--- src/design/lkv_pkg.sv ---
`timescale 1ns / 1ps
// ----------------------------------------------------------------------------
// lkv_pkg
// Shared types and constants of the LRU key/value cache: request and
// response payloads, request codes, slot update commands and controller states.
// ----------------------------------------------------------------------------
package lkv_pkg;

	localparam int ENTRIES_DEF   = 16;
	localparam int KEY_BITS_DEF  = 64;
	localparam int DATA_BITS_DEF = 64;

	localparam int FIELD_KEY_W  = 64;
	localparam int FIELD_DATA_W = 64;

	localparam logic [1:0] REQ_LOOKUP = 2'd0;
	localparam logic [1:0] REQ_STORE  = 2'd1;
	localparam logic [1:0] REQ_CLEAR  = 2'd2;

	typedef struct packed {
		logic [1:0]              req_type;
		logic [FIELD_KEY_W-1:0]  key;
		logic [FIELD_DATA_W-1:0] store_data;
	} req_t;

	typedef struct packed {
		logic                    hit;
		logic [FIELD_DATA_W-1:0] lookup_data;
	} rsp_t;

	typedef struct packed {
		logic clear;
		logic promote;
		logic fill;
	} slot_op_t;

	typedef enum logic [2:0] {
		ST_IDLE,
		ST_SCAN,
		ST_DECIDE,
		ST_DONE
	} state_t;

endpackage

--- src/design/lkv_mem.sv ---
`timescale 1ns / 1ps
// ----------------------------------------------------------------------------
// lkv_mem
// Key/data store: one write port, one read port, read data registered.
// ----------------------------------------------------------------------------
module lkv_mem #(
	parameter int ENTRIES = 16,
	parameter int WIDTH   = 128,
	parameter int IW      = 4
) (
	input  logic             clk,
	input  logic             re,
	input  logic [IW-1:0]    raddr,
	output logic [WIDTH-1:0] rdata,
	input  logic             we,
	input  logic [IW-1:0]    waddr,
	input  logic [WIDTH-1:0] wdata
);

	logic [WIDTH-1:0] mem [ENTRIES];
	logic [WIDTH-1:0] rdata_q;

	always_ff @(posedge clk) begin
		if (we) begin
			mem[waddr] <= wdata;
		end
	end

	always_ff @(posedge clk) begin
		if (re) begin
			rdata_q <= mem[raddr];
		end
	end

	assign rdata = rdata_q;

endmodule

--- src/design/lkv_slots.sv ---
`timescale 1ns / 1ps
// ----------------------------------------------------------------------------
// lkv_slots
// Per-slot valid bits and recency ranks with the fill count. Applies clear,
// promote and fill commands and serves one slot to the scan.
// ----------------------------------------------------------------------------
module lkv_slots #(
	parameter int ENTRIES = 16,
	parameter int IW      = 4,
	parameter int CW      = 5
) (
	input  logic              clk,
	input  logic              arst_n,
	input  lkv_pkg::slot_op_t op,
	input  logic [IW-1:0]     tgt,
	input  logic [IW-1:0]     rank,
	input  logic [IW-1:0]     look_idx,
	output logic              look_valid,
	output logic [IW-1:0]     look_age,
	output logic [CW-1:0]     fill_count
);
	import lkv_pkg::*;

	logic          valid_q [ENTRIES];
	logic [IW-1:0] age_q   [ENTRIES];
	logic [CW-1:0] fill_q;

	always_ff @(posedge clk or negedge arst_n) begin
		if (!arst_n) begin
			for (int i = 0; i < ENTRIES; i++) begin
				valid_q[i] <= 1'b0;
				age_q[i]   <= '0;
			end
			fill_q <= '0;
		end else if (op.clear) begin
			for (int i = 0; i < ENTRIES; i++) begin
				valid_q[i] <= 1'b0;
				age_q[i]   <= '0;
			end
			fill_q <= '0;
		end else if (op.promote) begin
			// age every valid slot more recent than the target, zero the target
			for (int i = 0; i < ENTRIES; i++) begin
				if (IW'(i) == tgt) begin
					age_q[i] <= '0;
				end else if (valid_q[i] && (age_q[i] < rank)) begin
					age_q[i] <= age_q[i] + 1'b1;
				end
			end
			if (op.fill) begin
				valid_q[tgt] <= 1'b1;
				fill_q       <= fill_q + 1'b1;
			end
		end
	end

	assign look_valid = valid_q[look_idx];
	assign look_age   = age_q[look_idx];
	assign fill_count = fill_q;

endmodule

--- src/design/lkv_ctrl.sv ---
`timescale 1ns / 1ps
// ----------------------------------------------------------------------------
// lkv_ctrl
// Request sequencer: for lookup and store, scans the key memory one slot per
// cycle for a match, the lowest free slot and the oldest slot, then commits
// the update and hands the response to the output register.
// ----------------------------------------------------------------------------
module lkv_ctrl #(
	parameter int ENTRIES   = 16,
	parameter int KEY_BITS  = 64,
	parameter int DATA_BITS = 64,
	parameter int IW        = 4,
	parameter int CW        = 5
) (
	input  logic                        clk,
	input  logic                        arst_n,
	input  logic                        req_valid,
	input  lkv_pkg::req_t               req,
	output logic                        req_stall,
	output logic                        rsp_valid,
	output lkv_pkg::rsp_t               rsp,
	input  logic                        rsp_stall,
	output logic                        mem_re,
	output logic [IW-1:0]               mem_raddr,
	input  logic [KEY_BITS+DATA_BITS-1:0] mem_rdata,
	output logic                        mem_we,
	output logic [IW-1:0]               mem_waddr,
	output logic [KEY_BITS+DATA_BITS-1:0] mem_wdata,
	output lkv_pkg::slot_op_t           slot_op,
	output logic [IW-1:0]               slot_tgt,
	output logic [IW-1:0]               slot_rank,
	output logic [IW-1:0]               look_idx,
	input  logic                        look_valid,
	input  logic [IW-1:0]               look_age,
	input  logic [CW-1:0]               fill_count
);
	import lkv_pkg::*;

	localparam logic [IW-1:0] LAST_IDX = IW'(ENTRIES - 1);

	state_t state_q, state_d;

	logic [1:0]           type_q;
	logic [KEY_BITS-1:0]  key_q;
	logic [DATA_BITS-1:0] data_q;

	logic          rd_done_q;
	logic [IW-1:0] rd_idx_q;
	logic          chk_vld_s1;
	logic [IW-1:0] chk_idx_s1;

	logic                 found_q;
	logic [IW-1:0]        match_idx_q;
	logic [IW-1:0]        match_age_q;
	logic [DATA_BITS-1:0] match_data_q;
	logic                 free_found_q;
	logic [IW-1:0]        free_idx_q;
	logic [IW-1:0]        old_idx_q;
	logic [IW-1:0]        old_age_q;

	rsp_t res_q;
	rsp_t out_q;
	logic out_valid_q;

	logic accept, rsp_take, scan_issue, scan_end, key_hit, has_room, out_load;

	assign req_stall  = (state_q != ST_IDLE);
	assign accept     = req_valid && (state_q == ST_IDLE);
	assign rsp_take   = out_valid_q && !rsp_stall;
	assign scan_issue = (state_q == ST_SCAN) && !rd_done_q;
	assign scan_end   = chk_vld_s1 && (chk_idx_s1 == LAST_IDX);
	assign key_hit    = chk_vld_s1 && look_valid &&
		(mem_rdata[KEY_BITS+DATA_BITS-1:DATA_BITS] == key_q);
	assign has_room   = (fill_count < CW'(ENTRIES));

	assign mem_re    = scan_issue;
	assign mem_raddr = rd_idx_q;
	assign look_idx  = chk_idx_s1;
	assign mem_wdata = {key_q, data_q};
	assign mem_waddr = slot_tgt;

	always_ff @(posedge clk or negedge arst_n) begin
		if (!arst_n) begin
			state_q <= ST_IDLE;
		end else begin
			state_q <= state_d;
		end
	end

	always_comb begin
		state_d   = state_q;
		slot_op   = '0;
		slot_tgt  = match_idx_q;
		slot_rank = match_age_q;
		mem_we    = 1'b0;
		out_load  = 1'b0;
		unique case (state_q)
			ST_IDLE: begin
				if (accept) begin
					unique case (req.req_type) inside
						REQ_LOOKUP, REQ_STORE: begin
							state_d = ST_SCAN;
						end
						REQ_CLEAR: begin
							slot_op.clear = 1'b1;
							state_d       = ST_DONE;
						end
						default: begin
							state_d = ST_DONE;
						end
					endcase
				end
			end
			ST_SCAN: begin
				if (scan_end) begin
					state_d = ST_DECIDE;
				end
			end
			ST_DECIDE: begin
				if (type_q == REQ_STORE) begin
					slot_op.promote = 1'b1;
					mem_we          = 1'b1;
					if (!found_q) begin
						if (has_room) begin
							slot_tgt     = free_idx_q;
							slot_rank    = IW'(fill_count);
							slot_op.fill = 1'b1;
						end else begin
							// evict the oldest, lowest index on a tie
							slot_tgt  = old_idx_q;
							slot_rank = old_age_q;
						end
					end
				end else if (found_q) begin
					slot_op.promote = 1'b1;
				end
				state_d = ST_DONE;
			end
			ST_DONE: begin
				if (!out_valid_q || rsp_take) begin
					out_load = 1'b1;
					state_d  = ST_IDLE;
				end
			end
			default: begin
				state_d = ST_IDLE;
			end
		endcase
	end

	// control flags
	always_ff @(posedge clk or negedge arst_n) begin
		if (!arst_n) begin
			rd_done_q    <= 1'b0;
			chk_vld_s1   <= 1'b0;
			found_q      <= 1'b0;
			free_found_q <= 1'b0;
			out_valid_q  <= 1'b0;
		end else begin
			chk_vld_s1 <= scan_issue;
			if (accept) begin
				rd_done_q    <= 1'b0;
				found_q      <= 1'b0;
				free_found_q <= 1'b0;
			end else begin
				if (scan_issue && (rd_idx_q == LAST_IDX)) begin
					rd_done_q <= 1'b1;
				end
				if (key_hit) begin
					found_q <= 1'b1;
				end
				if (chk_vld_s1 && !look_valid) begin
					free_found_q <= 1'b1;
				end
			end
			if (out_load) begin
				out_valid_q <= 1'b1;
			end else if (rsp_take) begin
				out_valid_q <= 1'b0;
			end
		end
	end

	// datapath
	always_ff @(posedge clk) begin
		chk_idx_s1 <= rd_idx_q;
		if (accept) begin
			type_q   <= req.req_type;
			key_q    <= req.key[KEY_BITS-1:0];
			data_q   <= req.store_data[DATA_BITS-1:0];
			rd_idx_q <= '0;
			res_q    <= '0;
		end else if (scan_issue) begin
			rd_idx_q <= rd_idx_q + 1'b1;
		end
		if (key_hit && !found_q) begin
			match_idx_q  <= chk_idx_s1;
			match_age_q  <= look_age;
			match_data_q <= mem_rdata[DATA_BITS-1:0];
		end
		if (chk_vld_s1 && !look_valid && !free_found_q) begin
			free_idx_q <= chk_idx_s1;
		end
		if (chk_vld_s1 && ((chk_idx_s1 == '0) || (look_age > old_age_q))) begin
			old_idx_q <= chk_idx_s1;
			old_age_q <= look_age;
		end
		if ((state_q == ST_DECIDE) && (type_q == REQ_LOOKUP) && found_q) begin
			res_q.hit         <= 1'b1;
			res_q.lookup_data <= FIELD_DATA_W'(match_data_q);
		end
		if (out_load) begin
			out_q <= res_q;
		end
	end

	assign rsp_valid = out_valid_q;
	assign rsp       = out_q;

endmodule

--- src/design/lru_key_value_cache.sv ---
`timescale 1ns / 1ps
// ----------------------------------------------------------------------------
// lru_key_value_cache
// Fully associative key/value cache with least-recently-used replacement.
// Keys and data live in a synchronous memory; ranks and valid bits sit in
// per-slot registers.
// ----------------------------------------------------------------------------
//  channel | direction | handshake            | payload
//  req     | in        | req_valid/req_stall  | req_type, key, store_data
//  rsp     | out       | rsp_valid/rsp_stall  | hit, lookup_data
//
//  Lookup and store read the key memory one slot per cycle, then pass a
//  commit state and a state that loads the output register. Clear and the
//  unused code go straight to the state that loads the output register.
//  Reset empties the table at once. A new request is taken while the
//  previous response still waits on rsp_stall; it then holds in its last
//  state until the output register frees.
// ----------------------------------------------------------------------------
module lru_key_value_cache #(
	parameter int ENTRIES   = lkv_pkg::ENTRIES_DEF,
	parameter int KEY_BITS  = lkv_pkg::KEY_BITS_DEF,
	parameter int DATA_BITS = lkv_pkg::DATA_BITS_DEF
) (
	input  logic          clk,
	input  logic          arst_n,
	input  logic          req_valid,
	input  lkv_pkg::req_t req,
	output logic          req_stall,
	output logic          rsp_valid,
	output lkv_pkg::rsp_t rsp,
	input  logic          rsp_stall
);
	import lkv_pkg::*;

	localparam int IW = (ENTRIES > 1) ? $clog2(ENTRIES) : 1;
	localparam int CW = $clog2(ENTRIES + 1);
	localparam int MW = KEY_BITS + DATA_BITS;

	logic          mem_re, mem_we;
	logic [IW-1:0] mem_raddr, mem_waddr;
	logic [MW-1:0] mem_rdata, mem_wdata;
	slot_op_t      slot_op;
	logic [IW-1:0] slot_tgt, slot_rank, look_idx, look_age;
	logic          look_valid;
	logic [CW-1:0] fill_count;

	lkv_ctrl #(
		.ENTRIES  (ENTRIES),
		.KEY_BITS (KEY_BITS),
		.DATA_BITS(DATA_BITS),
		.IW       (IW),
		.CW       (CW)
	) u_ctrl (
		.clk       (clk),
		.arst_n    (arst_n),
		.req_valid (req_valid),
		.req       (req),
		.req_stall (req_stall),
		.rsp_valid (rsp_valid),
		.rsp       (rsp),
		.rsp_stall (rsp_stall),
		.mem_re    (mem_re),
		.mem_raddr (mem_raddr),
		.mem_rdata (mem_rdata),
		.mem_we    (mem_we),
		.mem_waddr (mem_waddr),
		.mem_wdata (mem_wdata),
		.slot_op   (slot_op),
		.slot_tgt  (slot_tgt),
		.slot_rank (slot_rank),
		.look_idx  (look_idx),
		.look_valid(look_valid),
		.look_age  (look_age),
		.fill_count(fill_count)
	);

	lkv_mem #(
		.ENTRIES(ENTRIES),
		.WIDTH  (MW),
		.IW     (IW)
	) u_mem (
		.clk  (clk),
		.re   (mem_re),
		.raddr(mem_raddr),
		.rdata(mem_rdata),
		.we   (mem_we),
		.waddr(mem_waddr),
		.wdata(mem_wdata)
	);

	lkv_slots #(
		.ENTRIES(ENTRIES),
		.IW     (IW),
		.CW     (CW)
	) u_slots (
		.clk       (clk),
		.arst_n    (arst_n),
		.op        (slot_op),
		.tgt       (slot_tgt),
		.rank      (slot_rank),
		.look_idx  (look_idx),
		.look_valid(look_valid),
		.look_age  (look_age),
		.fill_count(fill_count)
	);

	a_busy_after_transfer: assert property (@(posedge clk) disable iff (!arst_n)
		req_valid && !req_stall |=> req_stall)
		else $error("request channel open right after a transfer");

	a_write_while_busy: assert property (@(posedge clk) disable iff (!arst_n)
		mem_we |-> req_stall)
		else $error("key memory written outside a request");

	a_fill_bound: assert property (@(posedge clk) disable iff (!arst_n)
		fill_count <= CW'(ENTRIES))
		else $error("fill count beyond table size");

	a_op_exclusive: assert property (@(posedge clk) disable iff (!arst_n)
		!(slot_op.clear && (slot_op.promote || slot_op.fill)))
		else $error("clear issued together with a slot update");

endmodule

--- config.mk ---
export PLATFORM = sky130hd
export DESIGN_NAME = lru_key_value_cache
export DESIGN_NICKNAME = d
export VERILOG_FILES = /design/src/design/lkv_pkg.sv /design/src/design/lkv_mem.sv /design/src/design/lkv_slots.sv /design/src/design/lkv_ctrl.sv /design/src/design/lru_key_value_cache.sv
export SDC_FILE = /design/constraint.sdc
export NUM_CORES = 2
export LEC_CHECK = 0
export ABC_AREA = 1
export BUFFER_PORTS_ARGS = -buffer_cell sky130_fd_sc_hd__buf_4
export CORE_ASPECT_RATIO = 0.8
export CORE_UTILIZATION = 36
export CTS_CLUSTER_DIAMETER = 80
export DETAILED_ROUTE_END_ITERATION = 8
export GPL_TIMING_DRIVEN = 0
export SETUP_SLACK_MARGIN = 0.05
export SLEW_MARGIN = 15
export SYNTH_ARGS = -nofsm -noshare
export SYNTH_HDL_FRONTEND = slang
export SYNTH_SLANG_ARGS = --single-unit
--- constraint.sdc ---
create_clock -name clk -period 14.7 [get_ports clk]
set_input_delay 1.47 -clock clk [delete_from_list [all_inputs] [get_ports clk]]
set_output_delay 1.47 -clock clk [all_outputs]
set_load 0.005 [all_outputs]
==> summary.txt <==
Route
  • Via Count: 67.1k
  • Detail Route Antenna Nets: 0
  • DRC violations left: 0
  • DRT iter0 DRCs: 9299
  • Wire length per cell: 24.7 µm
  • WL final: 304000 µm
  • Pre-antenna DRT Iters: 8
  • Avg Vias per Cell: 5.46

Yosys
  • Mapped Cells: 7728
  • Synth area leaders: edfxtp_1 74%, o21ai_0 5.2%, nor2_1 4.9%
  • Yosys cell types: 37
  • Synthesized flop and latch total: 2620
  • Synth Cell Area: 0.102 mm²
  • Syn Nets: 7936
  • Syn Area/Cell: 13.2 µm²
  • Seq/Total Area, Yosys: 76.4%
  • YS warnings: 0
  • Synth area leader: edfxtp_1
  • Yosys top cell area share: 73.9%

Worst hold path
  • Min-Delay Path Class: reg2reg
  • Hold_sp: u_ctrl.res_q[35]
  • Worst Hold End: u_ctrl.rsp[35]
  • Worst hold stages: 0

Floorplan
  • I/O Pins: 201
  • Row cnt: 174
  • Starting Density: 36.3%
  • Die height: 479 µm
  • Core area: 0.282 mm²
  • Full die area: 0.286 mm²
  • Chip width: 598 µm

CTS
  • Clock Pin Slew Worst Setup and Hold Paths: 70 ps
  • Post-CTS Setup Bufs: 0
  • CTS tree: done
  • H-tree lvl count: 4
  • Clock tree root driver cell: clkbuf_16
  • Clk Latency, worst-skew pair: 920 ps
  • Post-CTS sizing: 0
  • Max Buffers Root-to-Sink: 4
  • Hold-fix buffer count after cts: 0
  • CTS Sinks: 2620
  • Num CTS Buffers: 243

Worst setup path
  • Cell family with most CP delay: simple AND/OR/NAND/NOR gates
  • Worst path depth: 12
  • Crit Reg-Reg Endpoint: u_ctrl.match_data_q[55]
  • Worst R2R Setup Slack: 10690 ps
  • FF-to-FF path depth: 12
  • Crit end category: flop
  • Crit path cell chain: nand2_1 > nand2_1 > nor2_1 > nand4_1 > nor2_1 > nand2_1 > nor2_1 > nand3_1 > nor2_4 > buf_12 > buf_12 > buf_12
  • Buffer and inverter count on the worst path: 3
  • Reg-to-Reg Start: u_ctrl.key_q[0]
  • CP required: 15300 ps
  • Crit Path Class: reg2reg
  • Crit path max fanout: 25
  • Worst path arrival time: 4610 ps
  • Worst path slowest cell: edfxtp_1
  • Worst setup SP type: flop
  • Max incr delay on CP: 680 ps

Placed design
  • Final GP Congestion: 0.904
  • I/O Buffers: 200
  • Post-placement worst setup slack: 10700 ps
  • Post-DP HPWL: 207000 µm

STA
  • RSZ-0062 raised after global routing: false
  • Hold slack: 414 ps
  • Final Skew: 51.5 ps
  • Rel. slew slack: 26.0%
  • Max-slew violations: 0
  • Period utilization: 27.3%
  • Minimum clock period: 4010 ps
  • Final worst slack: 10690 ps
  • Worst Tran Pin Value: 1100 ps
  • Fin. Hold Viols: 0
  • Setup TNS: 0 ps
  • Final Setup Violations: 0
  • Max Fclk: 249 MHz

Finish
  • Layout cell share with drive strength beyond 1: 10.0%
  • Footprint of the multi-input gates: 0.0214 mm²
  • Area Growth Syn to Fin: 16.7%
  • Finished Core Util: 42.4%
  • Filler cells: 25.5k
  • # nets final: 8507
  • Register area: 0.0781 mm²

GRT
  • Wire length of the first global-routing pass: 438000 µm
  • Initial antenna violation count: 19
  • Tot GR Track Use: 20.7%
  • Vias in the first global route: 64.0k
  • Largest net degree at the start of global routing: 93
  • Total congestion overflow: 0

Job
  • Max_cap viols: 0

Power and ir drop
  • VDD IR max: 0.000163 V
  • Leakage: 40.5 nW
  • Cell Pwr Density: 189 mW/mm²

Outcome
  • Status: completed
[per-layer routing]
| metal | vias up | global-route usage [%] | routed length, µm |
|---|---|---|---|
| met4 | 4 | 5.80 | 7960 |
| met3 | 396 | 4.20 | 33400 |
| met5 | - | 0 | 26 |
| met1 | 33641 | 30.9 | 131000 |
| li1 | 29455 | - | - |
| met2 | 3555 | 30.4 | 131000 |
[flip-flops by register name, summed over array words and instances, names as in the netlist, 5 cells and up]
register,cells
u_ctrl.res_q,65
u_slots.valid_q,16
u_slots.age_q,64
u_slots.fill_count,5
u_ctrl.rsp,65
u_ctrl.match_data_q,64
u_ctrl.key_q,64
u_ctrl.data_q,64
u_mem.mem,2048
u_mem.rdata,128
[where the power goes]
group | internal, mW | leakage (nW) | total [mW] | switching (mW)
clock | 3.56 | 3.83 | 6.35 | 2.79
sequential | 9.16 | 24.1 | 9.75 | 0.589
combinational | 1.74 | 12.6 | 6.50 | 4.76
[worst max-delay path by stage]
stage	start	endpoint	slack (ps)
2_1_floorplan	u_ctrl.state_q[1]	u_ctrl.mem_raddr[3]	7250
4_1_cts	u_ctrl.state_q[0]	u_mem.mem[2][107]	10670
3_5_place_dp	u_ctrl.state_q[0]	u_mem.mem[2][49]	10700
3_3_place_gp	u_ctrl.state_q[0]	u_mem.mem[12][53]	1380
5_1_grt	u_ctrl.key_q[13]	u_ctrl.match_data_q[59]	10460
6_report	u_ctrl.key_q[0]	u_ctrl.match_data_q[55]	10690
[cells in the final DEF, fill, tap and decap left out, types with 38 or more instances in the layout]
cell / netlist / layout
buf_12: 0 / 85
buf_2: 90 / 90
clkbuf_16: 0 / 244
o22ai_1: 328 / 328
buf_4: 3 / 202
clkinv_2: 1 / 49
clkbuf_1: 340 / 369
o221ai_1: 212 / 212
dfrtp_1: 92 / 92
o211ai_1: 49 / 49
clkinv_1: 0 / 40
inv_1: 301 / 300
nor2_1: 1328 / 1310
nand2_1: 837 / 836
buf_16: 0 / 38
o21ai_0: 1066 / 1063
ha_1: 74 / 74
nand3_1: 326 / 326
edfxtp_1: 2519 / 2519
[cell usage after synthesis (all sizes together)]
library cell     n
o21bai           1
nand2          854
a31oi            1
or3              1
xnor2           16
clkinv           1
ha              74
nor3             5
nor2          1330
or2              1
o21ai         1072
clkbuf         340
nand3          326
o2111ai          1
a21oi           20
o41ai            1
o221ai         212
dfrtp           92
dfxtp            9
o22ai          328
buf            108
inv            312
nand4           18
a211oi          16
xor2            21
edfxtp        2519
o211ai          49
[layout make-up]
| class | instances | share of cell area (%) |
|---|---|---|
| Clock inverter | 138 | 1.20 |
| Antenna cell | 14 | 0.0293 |
| Inverter | 313 | 0.991 |
| Sequential cell | 2620 | 65.4 |
| Buffer | 448 | 1.55 |
| Clock buffer | 300 | 5.36 |
| Tap cell | 3784 | 3.96 |
| Multi-Input combinational cell | 4347 | 17.9 |
| Timing Repair Buffer | 326 | 3.60 |
[kinds of logic (layout without fill, tap and decap cells)]
group | after synthesis | after routing | synth area share, %
AND/OR/NAND/NOR | 2535 | 2535 | 9.82
XOR/XNOR | 37 | 37 | 0.317
flip-flops | 2620 | 2620 | 76.4
adder cells (fa/ha/maj) | 74 | 74 | 0.905
AO/OA/AOI/OAI | 1701 | 1701 | 9.68
other | 0 | 14 | 0
buffers and inverters | 761 | 1525 | 2.93
[per-stage QoR]
stage,cells,cell area (µm²),total power [mW]
floorplan,7728,102000,13.2
detailed placement,11838,112000,16.3
global placement,11712,109000,16.1
finish,12290,119000,22.6
CTS,12276,119000,22.6
global route,12279,119000,23.5
No activity file was read; power rests on OpenSTA's default activity.
